==> src/hw/rtl/qupk_pkg.sv <==
package qupk_pkg;

	// Squared norm of a unit rotation at 16-bit scale.
	localparam logic [31:0] ROOT_BASE = 32'h3fff0001;

	// The radicand never exceeds 32767*32767, so the root has 15 bits.
	localparam int ROOT_STEPS = 15;
	localparam int RAD_W = 2 * ROOT_STEPS;
	localparam int REM_W = ROOT_STEPS + 2;
	localparam int STEP_W = $clog2(ROOT_STEPS);

	localparam int QUEUE_DEPTH = 2;
	localparam int QPTR_W = (QUEUE_DEPTH > 1) ? $clog2(QUEUE_DEPTH) : 1;
	localparam int QCNT_W = $clog2(QUEUE_DEPTH + 1);

	// A decoded frame before the sign decision.
	typedef struct packed {
		logic signed [15:0] q0;
		logic signed [15:0] q1;
		logic signed [15:0] q2;
		logic signed [15:0] q3;
		logic               first;
		logic               flip;
	} qupk_frame_t;

endpackage

==> src/hw/rtl/qupk_front.sv <==
module qupk_front (
	input  logic                 clk,
	input  logic                 arst_n,
	input  logic                 push,
	output logic                 full,
	input  logic signed [15:0]   comp_a,
	input  logic signed [15:0]   comp_b,
	input  logic signed [15:0]   comp_c,
	input  logic                 simple_mode,
	input  logic                 first_of_track,
	input  logic                 flip,
	output logic                 frame_valid,
	output qupk_pkg::qupk_frame_t frame,
	input  logic                 frame_ready
);
	import qupk_pkg::*;

	typedef enum logic [2:0] {F_IDLE, F_SQ, F_PREP, F_ROOT, F_PUSH} fstate_t;

	fstate_t              state_q;
	logic [1:0]           cnt_q;
	logic [STEP_W-1:0]    step_q;
	logic signed [15:0]   a_q, b_q, c_q;
	logic                 simple_q, first_q, flip_q;
	logic [31:0]          sum_q;
	logic [RAD_W-1:0]     rad_q;
	logic [ROOT_STEPS-1:0] root_q;
	logic [REM_W-1:0]     rem_q;

	logic signed [15:0]   sq_op;
	logic signed [31:0]   sq_prod;
	logic [REM_W+1:0]     rem_sh;
	logic [REM_W+1:0]     trial;
	logic [REM_W+1:0]     diff;
	logic                 take;
	logic [15:0]          root_round;

	always_comb begin
		case (cnt_q)
			2'd0:    sq_op = a_q;
			2'd1:    sq_op = simple_q ? 16'sd0 : b_q;
			default: sq_op = simple_q ? 16'sd0 : c_q;
		endcase
	end

	assign sq_prod = sq_op * sq_op;

	// One root digit a cycle: bring down two radicand bits, try 4*root+1.
	assign rem_sh = {rem_q, rad_q[RAD_W-1 -: 2]};
	assign trial  = {2'b00, root_q, 2'b01};
	assign diff   = rem_sh - trial;
	assign take   = (rem_sh >= trial);

	// The remainder r - n*n exceeds n exactly when the root rounds up.
	assign root_round = {1'b0, root_q} +
		16'((rem_q > {{(REM_W-ROOT_STEPS){1'b0}}, root_q}) ? 1 : 0);

	always_comb begin
		frame.q0    = a_q;
		frame.first = first_q;
		frame.flip  = flip_q;
		if (simple_q) begin
			frame.q1 = root_round;
			frame.q2 = 16'sd0;
			frame.q3 = 16'sd0;
		end else begin
			frame.q1 = b_q;
			frame.q2 = c_q;
			frame.q3 = root_round;
		end
	end

	assign full        = (state_q != F_IDLE);
	assign frame_valid = (state_q == F_PUSH);

	always_ff @(posedge clk or negedge arst_n) begin
		if (!arst_n) begin
			state_q <= F_IDLE;
			cnt_q   <= '0;
			step_q  <= '0;
		end else begin
			unique case (state_q)
				F_IDLE: begin
					if (push) begin
						a_q      <= comp_a;
						b_q      <= comp_b;
						c_q      <= comp_c;
						simple_q <= simple_mode;
						first_q  <= first_of_track;
						flip_q   <= flip;
						sum_q    <= '0;
						cnt_q    <= '0;
						state_q  <= F_SQ;
					end
				end
				F_SQ: begin
					sum_q <= sum_q + unsigned'(sq_prod);
					cnt_q <= cnt_q + 2'd1;
					if (cnt_q == 2'd2) begin
						state_q <= F_PREP;
					end
				end
				F_PREP: begin
					rad_q   <= (sum_q < ROOT_BASE) ? RAD_W'(ROOT_BASE - sum_q) : '0;
					root_q  <= '0;
					rem_q   <= '0;
					step_q  <= '0;
					state_q <= F_ROOT;
				end
				F_ROOT: begin
					rad_q  <= {rad_q[RAD_W-3:0], 2'b00};
					root_q <= {root_q[ROOT_STEPS-2:0], take};
					if (take) begin
						rem_q <= diff[REM_W-1:0];
					end else begin
						rem_q <= rem_sh[REM_W-1:0];
					end
					step_q <= step_q + STEP_W'(1);
					if (step_q == STEP_W'(ROOT_STEPS - 1)) begin
						state_q <= F_PUSH;
					end
				end
				F_PUSH: begin
					if (frame_ready) begin
						state_q <= F_IDLE;
					end
				end
				default: state_q <= F_IDLE;
			endcase
		end
	end

endmodule

==> src/hw/rtl/qupk_fifo.sv <==
module qupk_fifo (
	input  logic                  clk,
	input  logic                  arst_n,
	input  logic                  wr_en,
	input  qupk_pkg::qupk_frame_t wr_data,
	output logic                  full,
	input  logic                  rd_en,
	output qupk_pkg::qupk_frame_t rd_data,
	output logic                  empty
);
	import qupk_pkg::*;

	qupk_frame_t        mem [QUEUE_DEPTH];
	logic [QPTR_W-1:0]  wr_ptr_q, rd_ptr_q;
	logic [QCNT_W-1:0]  count_q;
	logic               do_wr, do_rd;

	assign full    = (count_q == QCNT_W'(QUEUE_DEPTH));
	assign empty   = (count_q == '0);
	assign do_wr   = wr_en && !full;
	assign do_rd   = rd_en && !empty;
	assign rd_data = mem[rd_ptr_q];

	always_ff @(posedge clk) begin
		if (do_wr) begin
			mem[wr_ptr_q] <= wr_data;
		end
	end

	always_ff @(posedge clk or negedge arst_n) begin
		if (!arst_n) begin
			wr_ptr_q <= '0;
			rd_ptr_q <= '0;
			count_q  <= '0;
		end else begin
			if (do_wr) begin
				wr_ptr_q <= (wr_ptr_q == QPTR_W'(QUEUE_DEPTH - 1)) ? '0 : wr_ptr_q + QPTR_W'(1);
			end
			if (do_rd) begin
				rd_ptr_q <= (rd_ptr_q == QPTR_W'(QUEUE_DEPTH - 1)) ? '0 : rd_ptr_q + QPTR_W'(1);
			end
			if (do_wr && !do_rd) begin
				count_q <= count_q + QCNT_W'(1);
			end else if (do_rd && !do_wr) begin
				count_q <= count_q - QCNT_W'(1);
			end
		end
	end

endmodule

==> src/hw/rtl/qupk_back.sv <==
module qupk_back (
	input  logic                  clk,
	input  logic                  arst_n,
	input  logic                  fifo_empty,
	input  qupk_pkg::qupk_frame_t fifo_frame,
	output logic                  fifo_pop,
	output logic                  empty,
	input  logic                  pop,
	output logic signed [15:0]    quat_first,
	output logic signed [15:0]    quat_second,
	output logic signed [15:0]    quat_third,
	output logic signed [15:0]    quat_fourth
);
	import qupk_pkg::*;

	typedef enum logic [1:0] {B_IDLE, B_DOT, B_DONE} bstate_t;

	bstate_t            state_q;
	logic [1:0]         cnt_q;
	qupk_frame_t        cur_q;
	logic signed [15:0] prev_q [4];
	logic signed [33:0] dot_q;
	logic               out_valid_q;
	logic signed [15:0] out_q [4];

	logic signed [15:0] cur_comp [4];
	logic signed [31:0] dot_prod;
	logic               negate;
	logic               slot_free;

	assign cur_comp[0] = cur_q.q0;
	assign cur_comp[1] = cur_q.q1;
	assign cur_comp[2] = cur_q.q2;
	assign cur_comp[3] = cur_q.q3;

	assign dot_prod  = cur_comp[cnt_q] * prev_q[cnt_q];
	// The first frame of a track takes its sign from flip alone.
	assign negate    = cur_q.first ? cur_q.flip : dot_q[33];
	assign slot_free = !out_valid_q || pop;
	assign fifo_pop  = (state_q == B_IDLE) && !fifo_empty;

	assign empty       = !out_valid_q;
	assign quat_first  = out_q[0];
	assign quat_second = out_q[1];
	assign quat_third  = out_q[2];
	assign quat_fourth = out_q[3];

	always_ff @(posedge clk or negedge arst_n) begin
		if (!arst_n) begin
			state_q     <= B_IDLE;
			cnt_q       <= '0;
			out_valid_q <= 1'b0;
			for (int j = 0; j < 4; j++) begin
				prev_q[j] <= '0;
			end
		end else begin
			// A frame leaving the sign stage refills the slot on the same edge.
			if (pop && out_valid_q && state_q != B_DONE) begin
				out_valid_q <= 1'b0;
			end
			unique case (state_q)
				B_IDLE: begin
					if (!fifo_empty) begin
						cur_q   <= fifo_frame;
						dot_q   <= '0;
						cnt_q   <= '0;
						state_q <= B_DOT;
					end
				end
				B_DOT: begin
					dot_q <= dot_q + 34'(dot_prod);
					cnt_q <= cnt_q + 2'd1;
					if (cnt_q == 2'd3) begin
						state_q <= B_DONE;
					end
				end
				B_DONE: begin
					if (slot_free) begin
						for (int j = 0; j < 4; j++) begin
							out_q[j]  <= negate ? 16'(16'sd0 - cur_comp[j]) : cur_comp[j];
							prev_q[j] <= negate ? 16'(16'sd0 - cur_comp[j]) : cur_comp[j];
						end
						out_valid_q <= 1'b1;
						state_q     <= B_IDLE;
					end else if (!pop) begin
						out_valid_q <= out_valid_q;
					end
				end
				default: state_q <= B_IDLE;
			endcase
		end
	end

endmodule

==> src/hw/rtl/quaternion_unpack_continuity.sv <==
// Compressed rotation frame decoder with sign continuity.
//
// Input side is a queue: drive the frame fields and push; a beat is taken at
// a clock edge where push is high and full is low. Result side is a queue as
// well: while empty is low the oldest decoded frame stands on quat_*, and it
// is taken at an edge where pop is high.
//
// The front rebuilds the missing component: three squares through one
// multiplier, then a digit-by-digit square root at one bit a cycle. This
// root loop sets the rate at which frames are accepted: the front takes no
// new frame until it has passed its finished frame to the queue. The back
// forms the dot product with the previous output, one component at a time,
// and fixes the sign.
//
// A two-entry queue separates front and back, the back holds one frame and
// the result register one more, so a stalled receiver first fills these;
// after that the front keeps its finished frame and full stays high until
// results move. Reset clears all queues and sets the previous frame to zero.
module quaternion_unpack_continuity (
	input  logic               clk,
	input  logic               arst_n,
	input  logic               push,
	output logic               full,
	input  logic signed [15:0] comp_a,
	input  logic signed [15:0] comp_b,
	input  logic signed [15:0] comp_c,
	input  logic               simple_mode,
	input  logic               first_of_track,
	input  logic               flip,
	output logic               empty,
	input  logic               pop,
	output logic signed [15:0] quat_first,
	output logic signed [15:0] quat_second,
	output logic signed [15:0] quat_third,
	output logic signed [15:0] quat_fourth
);
	import qupk_pkg::*;

	qupk_frame_t front_frame;
	qupk_frame_t queue_frame;
	logic        front_valid;
	logic        queue_full;
	logic        queue_empty;
	logic        queue_pop;

	qupk_front u_front (
		.clk            (clk),
		.arst_n         (arst_n),
		.push           (push),
		.full           (full),
		.comp_a         (comp_a),
		.comp_b         (comp_b),
		.comp_c         (comp_c),
		.simple_mode    (simple_mode),
		.first_of_track (first_of_track),
		.flip           (flip),
		.frame_valid    (front_valid),
		.frame          (front_frame),
		.frame_ready    (!queue_full)
	);

	qupk_fifo u_fifo (
		.clk     (clk),
		.arst_n  (arst_n),
		.wr_en   (front_valid),
		.wr_data (front_frame),
		.full    (queue_full),
		.rd_en   (queue_pop),
		.rd_data (queue_frame),
		.empty   (queue_empty)
	);

	qupk_back u_back (
		.clk         (clk),
		.arst_n      (arst_n),
		.fifo_empty  (queue_empty),
		.fifo_frame  (queue_frame),
		.fifo_pop    (queue_pop),
		.empty       (empty),
		.pop         (pop),
		.quat_first  (quat_first),
		.quat_second (quat_second),
		.quat_third  (quat_third),
		.quat_fourth (quat_fourth)
	);

endmodule

==> config.mk <==
export PLATFORM = sky130hd
export DESIGN_NAME = quaternion_unpack_continuity
export DESIGN_NICKNAME = d
export VERILOG_FILES = /design/src/hw/rtl/qupk_pkg.sv /design/src/hw/rtl/qupk_front.sv /design/src/hw/rtl/qupk_fifo.sv /design/src/hw/rtl/qupk_back.sv /design/src/hw/rtl/quaternion_unpack_continuity.sv
export SDC_FILE = /design/constraint.sdc
export NUM_CORES = 2
export LEC_CHECK = 0
export BUFFER_PORTS_ARGS = -buffer_cell sky130_fd_sc_hd__buf_2
export CORE_MARGIN = 5
export CORE_UTILIZATION = 55
export DETAILED_ROUTE_END_ITERATION = 10
export PLACE_DENSITY = 0.74
export SLEW_MARGIN = 20
export SYNTH_ARGS = -nofsm -noshare
export SYNTH_HDL_FRONTEND = slang
export SYNTH_SLANG_ARGS = --single-unit
==> constraint.sdc <==
create_clock -name clk -period 8.3 [get_ports clk]
set_input_delay 1.66 -clock clk [delete_from_list [all_inputs] [get_ports clk]]
set_output_delay 1.66 -clock clk [all_outputs]
set_load 0.005 [all_outputs]
== Word-level counts from Yosys, hierarchy flattened ==
Memory sizes are Yosys's and may differ from the RTL's. A register that Yosys moved wholly into a read port is not among the register bits.
Index checks and enable logic that the tools add are counted.

* Output and inout port bits: 66
* Memories: 2
* Memory bits (writable): 196
* Input port bits: 55
* Register bits: 261
* Logic and storage cells: 155

* Mux-type cells: 52
* Reduce and logical (&&, ||, !) cells: 33
* Bitwise gates (word level): 2
* $mul: 2
* $add $sub $neg: 16
* Magnitude comparators: 4
* Equal/unequal tests: 20

{| class="wikitable"
|+ Memories
! memory !! depth !! width !! rd ports !! clocked after Yosys merged registers in !! write ports !! RTL line !! text
|-
| u_fifo.mem || 2 || 66 || 1 || 1 || 1 || qupk_fifo.sv:13 || <nowiki>qupk_frame_t mem [QUEUE_DEPTH];</nowiki>
|-
| u_back.out_q || 4 || 16 || 4 || 0 || 4 || qupk_back.sv:24 || <nowiki>logic signed [15:0] out_q [4];</nowiki>
|}

{| class="wikitable"
|+ Operators by type and width
! kind !! count
|-
| $mux W16 || 10
|-
| $pmux W34 S2 || 1
|-
| $bmux W16 S2 || 2
|-
| $mul A16 B16 Y32 || 2
|-
| $pmux W32 S2 || 1
|-
| $sub A1 B16 Y16 const A || 4
|-
| $pmux W30 S2 || 1
|-
| $mux W48 || 1
|-
| $add A34 B32 Y34 || 1
|-
| $mux W34 || 1
|-
| $pmux W17 S2 || 1
|-
| $add A32 B32 Y32 || 1
|-
| $lt A32 B30 Y1 const B || 1
|-
| $mux W32 || 1
|-
| $pmux W16 S2 || 1
|-
| $mux W30 || 1
|-
| $pmux W15 S2 || 1
|-
| $sub A30 B30 Y30 const A || 1
|-
| $ge A19 B17 Y1 || 1
|-
| $gt A17 B15 Y1 || 1
|-
| $mux W17 || 1
|-
| $sub A17 B17 Y17 || 1
|-
| $add A15 B16 Y16 || 1
|-
| $pmux W3 S5 || 1
|-
| 32 further kinds || 91
|}

== Logic depth before layout (Yosys ltp) ==
* Depth after elaboration: 7
* Mapped depth: 31
* Depth with buffers taken out: 30

== Hierarchy ==
Synthesis repeated with hierarchy kept, for this count alone.

* Cell total of the unflattened synthesis: 3933
* Area, all modules: 43980.9 um2

{| class="wikitable"
|+ Modules (own cells, without submodules)
! module !! area an instance (um2) !! times used !! sequential area each (um2) !! cells each
|-
| qupk_back || 20991.4 || 1 || 6651.4 || 1892
|-
| qupk_front || 17913.4 || 1 || 4579.4 || 1816
|-
| qupk_fifo || 5072.4 || 1 || 4063.9 || 224
|-
| quaternion_unpack_continuity || 3.8 || 1 || 0.0 || 1
|}

== Least setup slack after synthesis ==
OpenSTA, ideal clock, no wires.

* Kind: reg-to-reg
* Start point: register u_back.cnt_q[0]
* End point: register u_back.dot_q[30] (data pin)
* Buffers on the path: 3
* Period minus slack after synthesis: 7678 ps
* Stages on the path, launching flop included: 26
* Required time: 8029 ps
* Arrival time: 7407 ps
* Setup slack: 622 ps
* Library setup time: 271 ps
* Path through: dfrtp_1 buf_2 buf_1 clkbuf_1 nand2_1 o21a_1 nand2_1 inv_1 fa_1 fa_1 inv_1 fa_1 inv_1 fa_1 fa_1 inv_1 fa_1 inv_1 ha_1 a21o_1 a21o_1 or3b_2 a311o_1 a31o_2 a311oi_1 nor4_1

* Word-level cells in the longest chain between the ends: 7
* Elaborated cells on any way between the ends: 10
* Those cells by class: add/sub: 1; mul: 1; mux: 7; bitwise: 1

{| class="wikitable"
|+ RTL lines
! element !! RTL line !! text
|-
| start, declared || qupk_back.sv:19 || <nowiki>logic [1:0] cnt_q;</nowiki>
|-
| start signal, assigned || qupk_back.sv:72 || <nowiki>cnt_q <= cnt_q + 2'd1;</nowiki>
|-
| $not A2 Y3 (implied by the code) (*) || qupk_back.sv:36 || <nowiki>assign dot_prod = cur_comp[cnt_q] * prev_q[cnt_q];</nowiki>
|-
| $bmux W16 S2 || qupk_back.sv:36 ||
|-
| $mux W16 (implied by the code) (2 in a row) || qupk_back.sv:36 ||
|-
| $mul A16 B16 Y32 (*) || qupk_back.sv:36 ||
|-
| $add A34 B32 Y34 (*) || qupk_back.sv:71 || <nowiki>dot_q <= dot_q + 34'(dot_prod);</nowiki>
|-
| $pmux W34 S2 (*) || qupk_back.sv:61 || <nowiki>unique case (state_q)</nowiki>
|-
| end signal, assigned || qupk_back.sv:71 ||
|-
| end, declared || qupk_back.sv:22 || <nowiki>logic signed [33:0] dot_q;</nowiki>
|}

Every way passes the cells marked *; elsewhere a longest branch is shown, timed or not. The select of a mux whose other input is x is not followed.
A chain may end at the register's enable or synchronous reset.

== Worst setup path in the final report ==
* Start point: register u_back.cnt_q[1]
* End point: register u_back.dot_q[31] (data pin)

The elaborated chain is that of the path after synthesis.

==> summary.txt <==
Sum Neg Setup Slack -> 0 ns
Final worst-path cycle share -> 96.1%
Clk buf depth -> 3
CTS H-tree depth -> 2
Compound-gate portion of the synthesized area -> 5.51%
Synth top area share -> 30.5%
Max-Cap Viols -> 0
Initial drt markers -> 2269
Most frequent cell after synthesis -> inv_1
Crit path kind -> flop to flop
RSZ-0062 raised after global routing -> no
Gr busiest metal -> met2
Largest net degree at the start of global routing -> 70
Slowest stage cell, crit path -> o21ai_0
Cell taking the most area after synthesis -> edfxtp_1
Mux cell area share after synthesis -> 5.15%
Clock Sinks -> 523
Dpl hpwl -> 83.0 mm
Synth area leaders -> edfxtp_1 31%, fa_1 26%, ha_1 7.1%
Vias in the first global route -> 29700
Min-delay worst type -> flop to flop
Gr usage total -> 25.3%
CTS tree -> built
Mapped Nets -> 4710
Post-Route Skew -> 0.0543 ns
Final nets -> 4846
Met3 Use GR -> 4.78%
Post-Syn Area -> 43400 µm²
Final Hold Fails -> 0
Startpoint types -> flop
Min Tclk post-route -> 7.97 ns
Post-Synth Adder-Cell Area -> 33.3%
I/O pin count -> 121
Placeable core area -> 78600 µm²
Synth cell types -> 73
First-pass GRT wire length -> 169 mm
Post-synth ARST share -> 15.7%
Post-CTS Hold Fix Bufs -> 0
Outcome -> completed
Register area share after synthesis -> 35.2%
GR Layer Usage met2 -> 41.5%
Ant. Diodes -> 0
Largest stage delay, worst path -> 0.91 ns
Slew headroom -> 21.4%
TritonRoute pass-1 iters -> 6
Latest clock arrival within the worst-skew pair -> 0.66 ns
Row count -> 103
Clock-pin slew on the worst setup and hold paths -> 0.07 ns
Share of post-route cells with drive strength above 1 -> 12.0%
Pins over their slew limit -> 0
Initial Utilization -> 55.2%
Post-synth top cells -> 750 x inv_1, 568 x fa_1, 441 x edfxtp_1
Crit end category -> flop
Post-CTS sizing -> 0
Slew @ Worst Pin -> 1.17 ns
Most used cell, CP -> fa_1
Number of flops mapped to enable cells by yosys -> 441
Initial antenna violation count -> 1
Routed Antenna Nets -> 0
Root buf cell -> clkbuf_16
Post-Synth Simple-Gate Area -> 9.70%
Detailed Route WL -> 105 mm
FMAX -> 125 MHz
Routability cong. -> 0.937
Most used DFF post-synth -> edfxtp_1
DRC -> 0
Post-synthesis xor/xnor area fraction -> 3.53%
Syn Inst Count -> 3839
# Post-CTS Setup Buffers -> 0
Port buffer count -> 120
Largest family of logic cells by synthesized area -> adder cells
WHS -> 0.475 ns
Global route overflow -> 0
Post-synthesis register bit count -> 523
Vias -> 28200
Die H -> 291 µm
Via density -> 5.56
Die W -> 291 µm
CP arrival -> 8.34 ns
Synth Area per Inst -> 11.3 µm²
Critical Path Fanout Max -> 25
Synth-to-layout area growth -> 9.30%
Finish-stage setup viols -> 0
Wire length per cell -> 20.7 µm
Worst path cell trace -> mux2_2 > o21ai_0 > nor2_1 > fa_1 > fa_1 > inv_1 > fa_1 > inv_1 > fa_1 > inv_1 > fa_1 > inv_1 > fa_1 > ha_1 > a21oi_1 > nor2_1 > o41a_1 > a31oi_1 > o21ai_0 > buf_4 > a311oi_1 > or3_1 > a21oi_1
Die area -> 84600 µm²
TritonCTS buffer count -> 56
YS warnings -> 0
Met1 Resource Use GR -> 34.8%
Worst Path Required -> 8.66 ns
==> routing by layer <==
metal | vias to the layer above | share of wire (%)
li1 | 12700 | -
met1 | 14200 | 41
met2 | 1070 | 48
met3 | 214 | 7.7
met4 | 0 | 3.4
met5 | - | 0
==> worst max-delay path, delay by kind of cell (launching register included) <==
| family | cells | cell delay (ns) |
|---|---|---|
| flip-flops | 1 | 0.73 |
| AO/OA/AOI/OAI | 7 | 2.35 |
| buffers and inverters | 5 | 0.40 |
| adder cells (fa/ha/maj) | 7 | 3.32 |
| multiplexers | 1 | 0.43 |
| AND/OR/NAND/NOR | 3 | 0.44 |
==> cell type report <==
cell class | instances | area [µm²]
clock buffers | 72 | 1520
clock inverters | 33 | 413
inverters | 756 | 2850
fillers | 6292 | 31200
well taps | 1050 | 1310
flip-flops and latches | 523 | 15300
repair buffers | 188 | 1130
multi-input cells | 2450 | 24900
==> through the flow <==
step	util (%)	setup WS, ns	cell area [µm²]	cells
floorplan	-	0.622	43400	3839
global placement	57.9	0.413	45500	4967
detailed placement	57.9	0.319	45500	4967
CTS	60.3	0.301	47400	5072
global route	60.3	0.0118	47400	5072
finish	60.3	0.325	47400	5072
==> worst paths after layout <==
check	startpoint	endpoint	cells after the start	slack (ns)
worst max-delay path	u_back.cnt_q[1]$_DFFE_PN0N_	u_back.dot_q[31]$_SDFFCE_PN0P_	23	0.33
worst min-delay path	u_front.a_q[11]$_DFFE_PP_	u_fifo.mem[1][61]$_DFFE_PP_	0	0.47
worst max register to register	u_back.cnt_q[1]$_DFFE_PN0N_	u_back.dot_q[31]$_SDFFCE_PN0P_	23	0.33
worst min register to register	u_front.a_q[11]$_DFFE_PP_	u_fifo.mem[1][61]$_DFFE_PP_	0	0.47
max in group asynchronous	arst_n	u_back.prev_q[35]$_DFFE_PN0P_	2	6.22
min in group asynchronous	arst_n	u_back.prev_q[11]$_DFFE_PN0P_	1	1.00
==> cell usage in the layout (no fill, tap or decap), types with 20 or more instances in the layout <==
cell type,synthesis,final
a21o_1,33,33
a21oi_1,86,86
a22o_1,25,25
and2_1,58,57
buf_2,2,119
buf_4,3,68
clkbuf_16,0,56
dfrtp_1,82,79
edfxtp_1,441,441
fa_1,568,566
ha_1,248,248
inv_1,750,749
mux2_2,139,139
mux4_2,24,24
nand2_1,322,322
nand2b_1,23,22
nand3_1,34,34
nor2_1,294,288
nor2b_1,36,36
nor3_1,55,53
o21a_1,26,26
o21ai_0,65,64
or3_1,20,20
xnor2_1,106,106
xor2_1,69,69
==> state kept, by name, indices dropped and copies added, names as in the netlist, 2 cells and up <==
signal	flops
u_front.b_q	16
u_fifo.count_q	2
u_front.rad_q	30
u_front.root_q	15
u_front.cnt_q	2
u_back.cur_comp	64
u_back.state_q	2
u_back.cur_q	2
u_front.rem_q	17
u_back.prev_q	64
u_front.step_q	4
u_back.cnt_q	2
u_front.state_q	3
u_back.out_q	64
u_front.a_q	16
u_front.sum_q	32
u_fifo.mem	132
u_front.c_q	16
u_back.dot_q	34
==> logic make-up after synthesis <==
logic type | Yosys count
fa+ha+maj | 816
xor+xnor | 175
buf+inv | 866
flops | 523
simple gates | 924
mux | 176
compound gates | 359
Power is left out: the tool's default activity adds up to more than one toggle a clock period on the data nets, which glitch-free logic cannot reach.
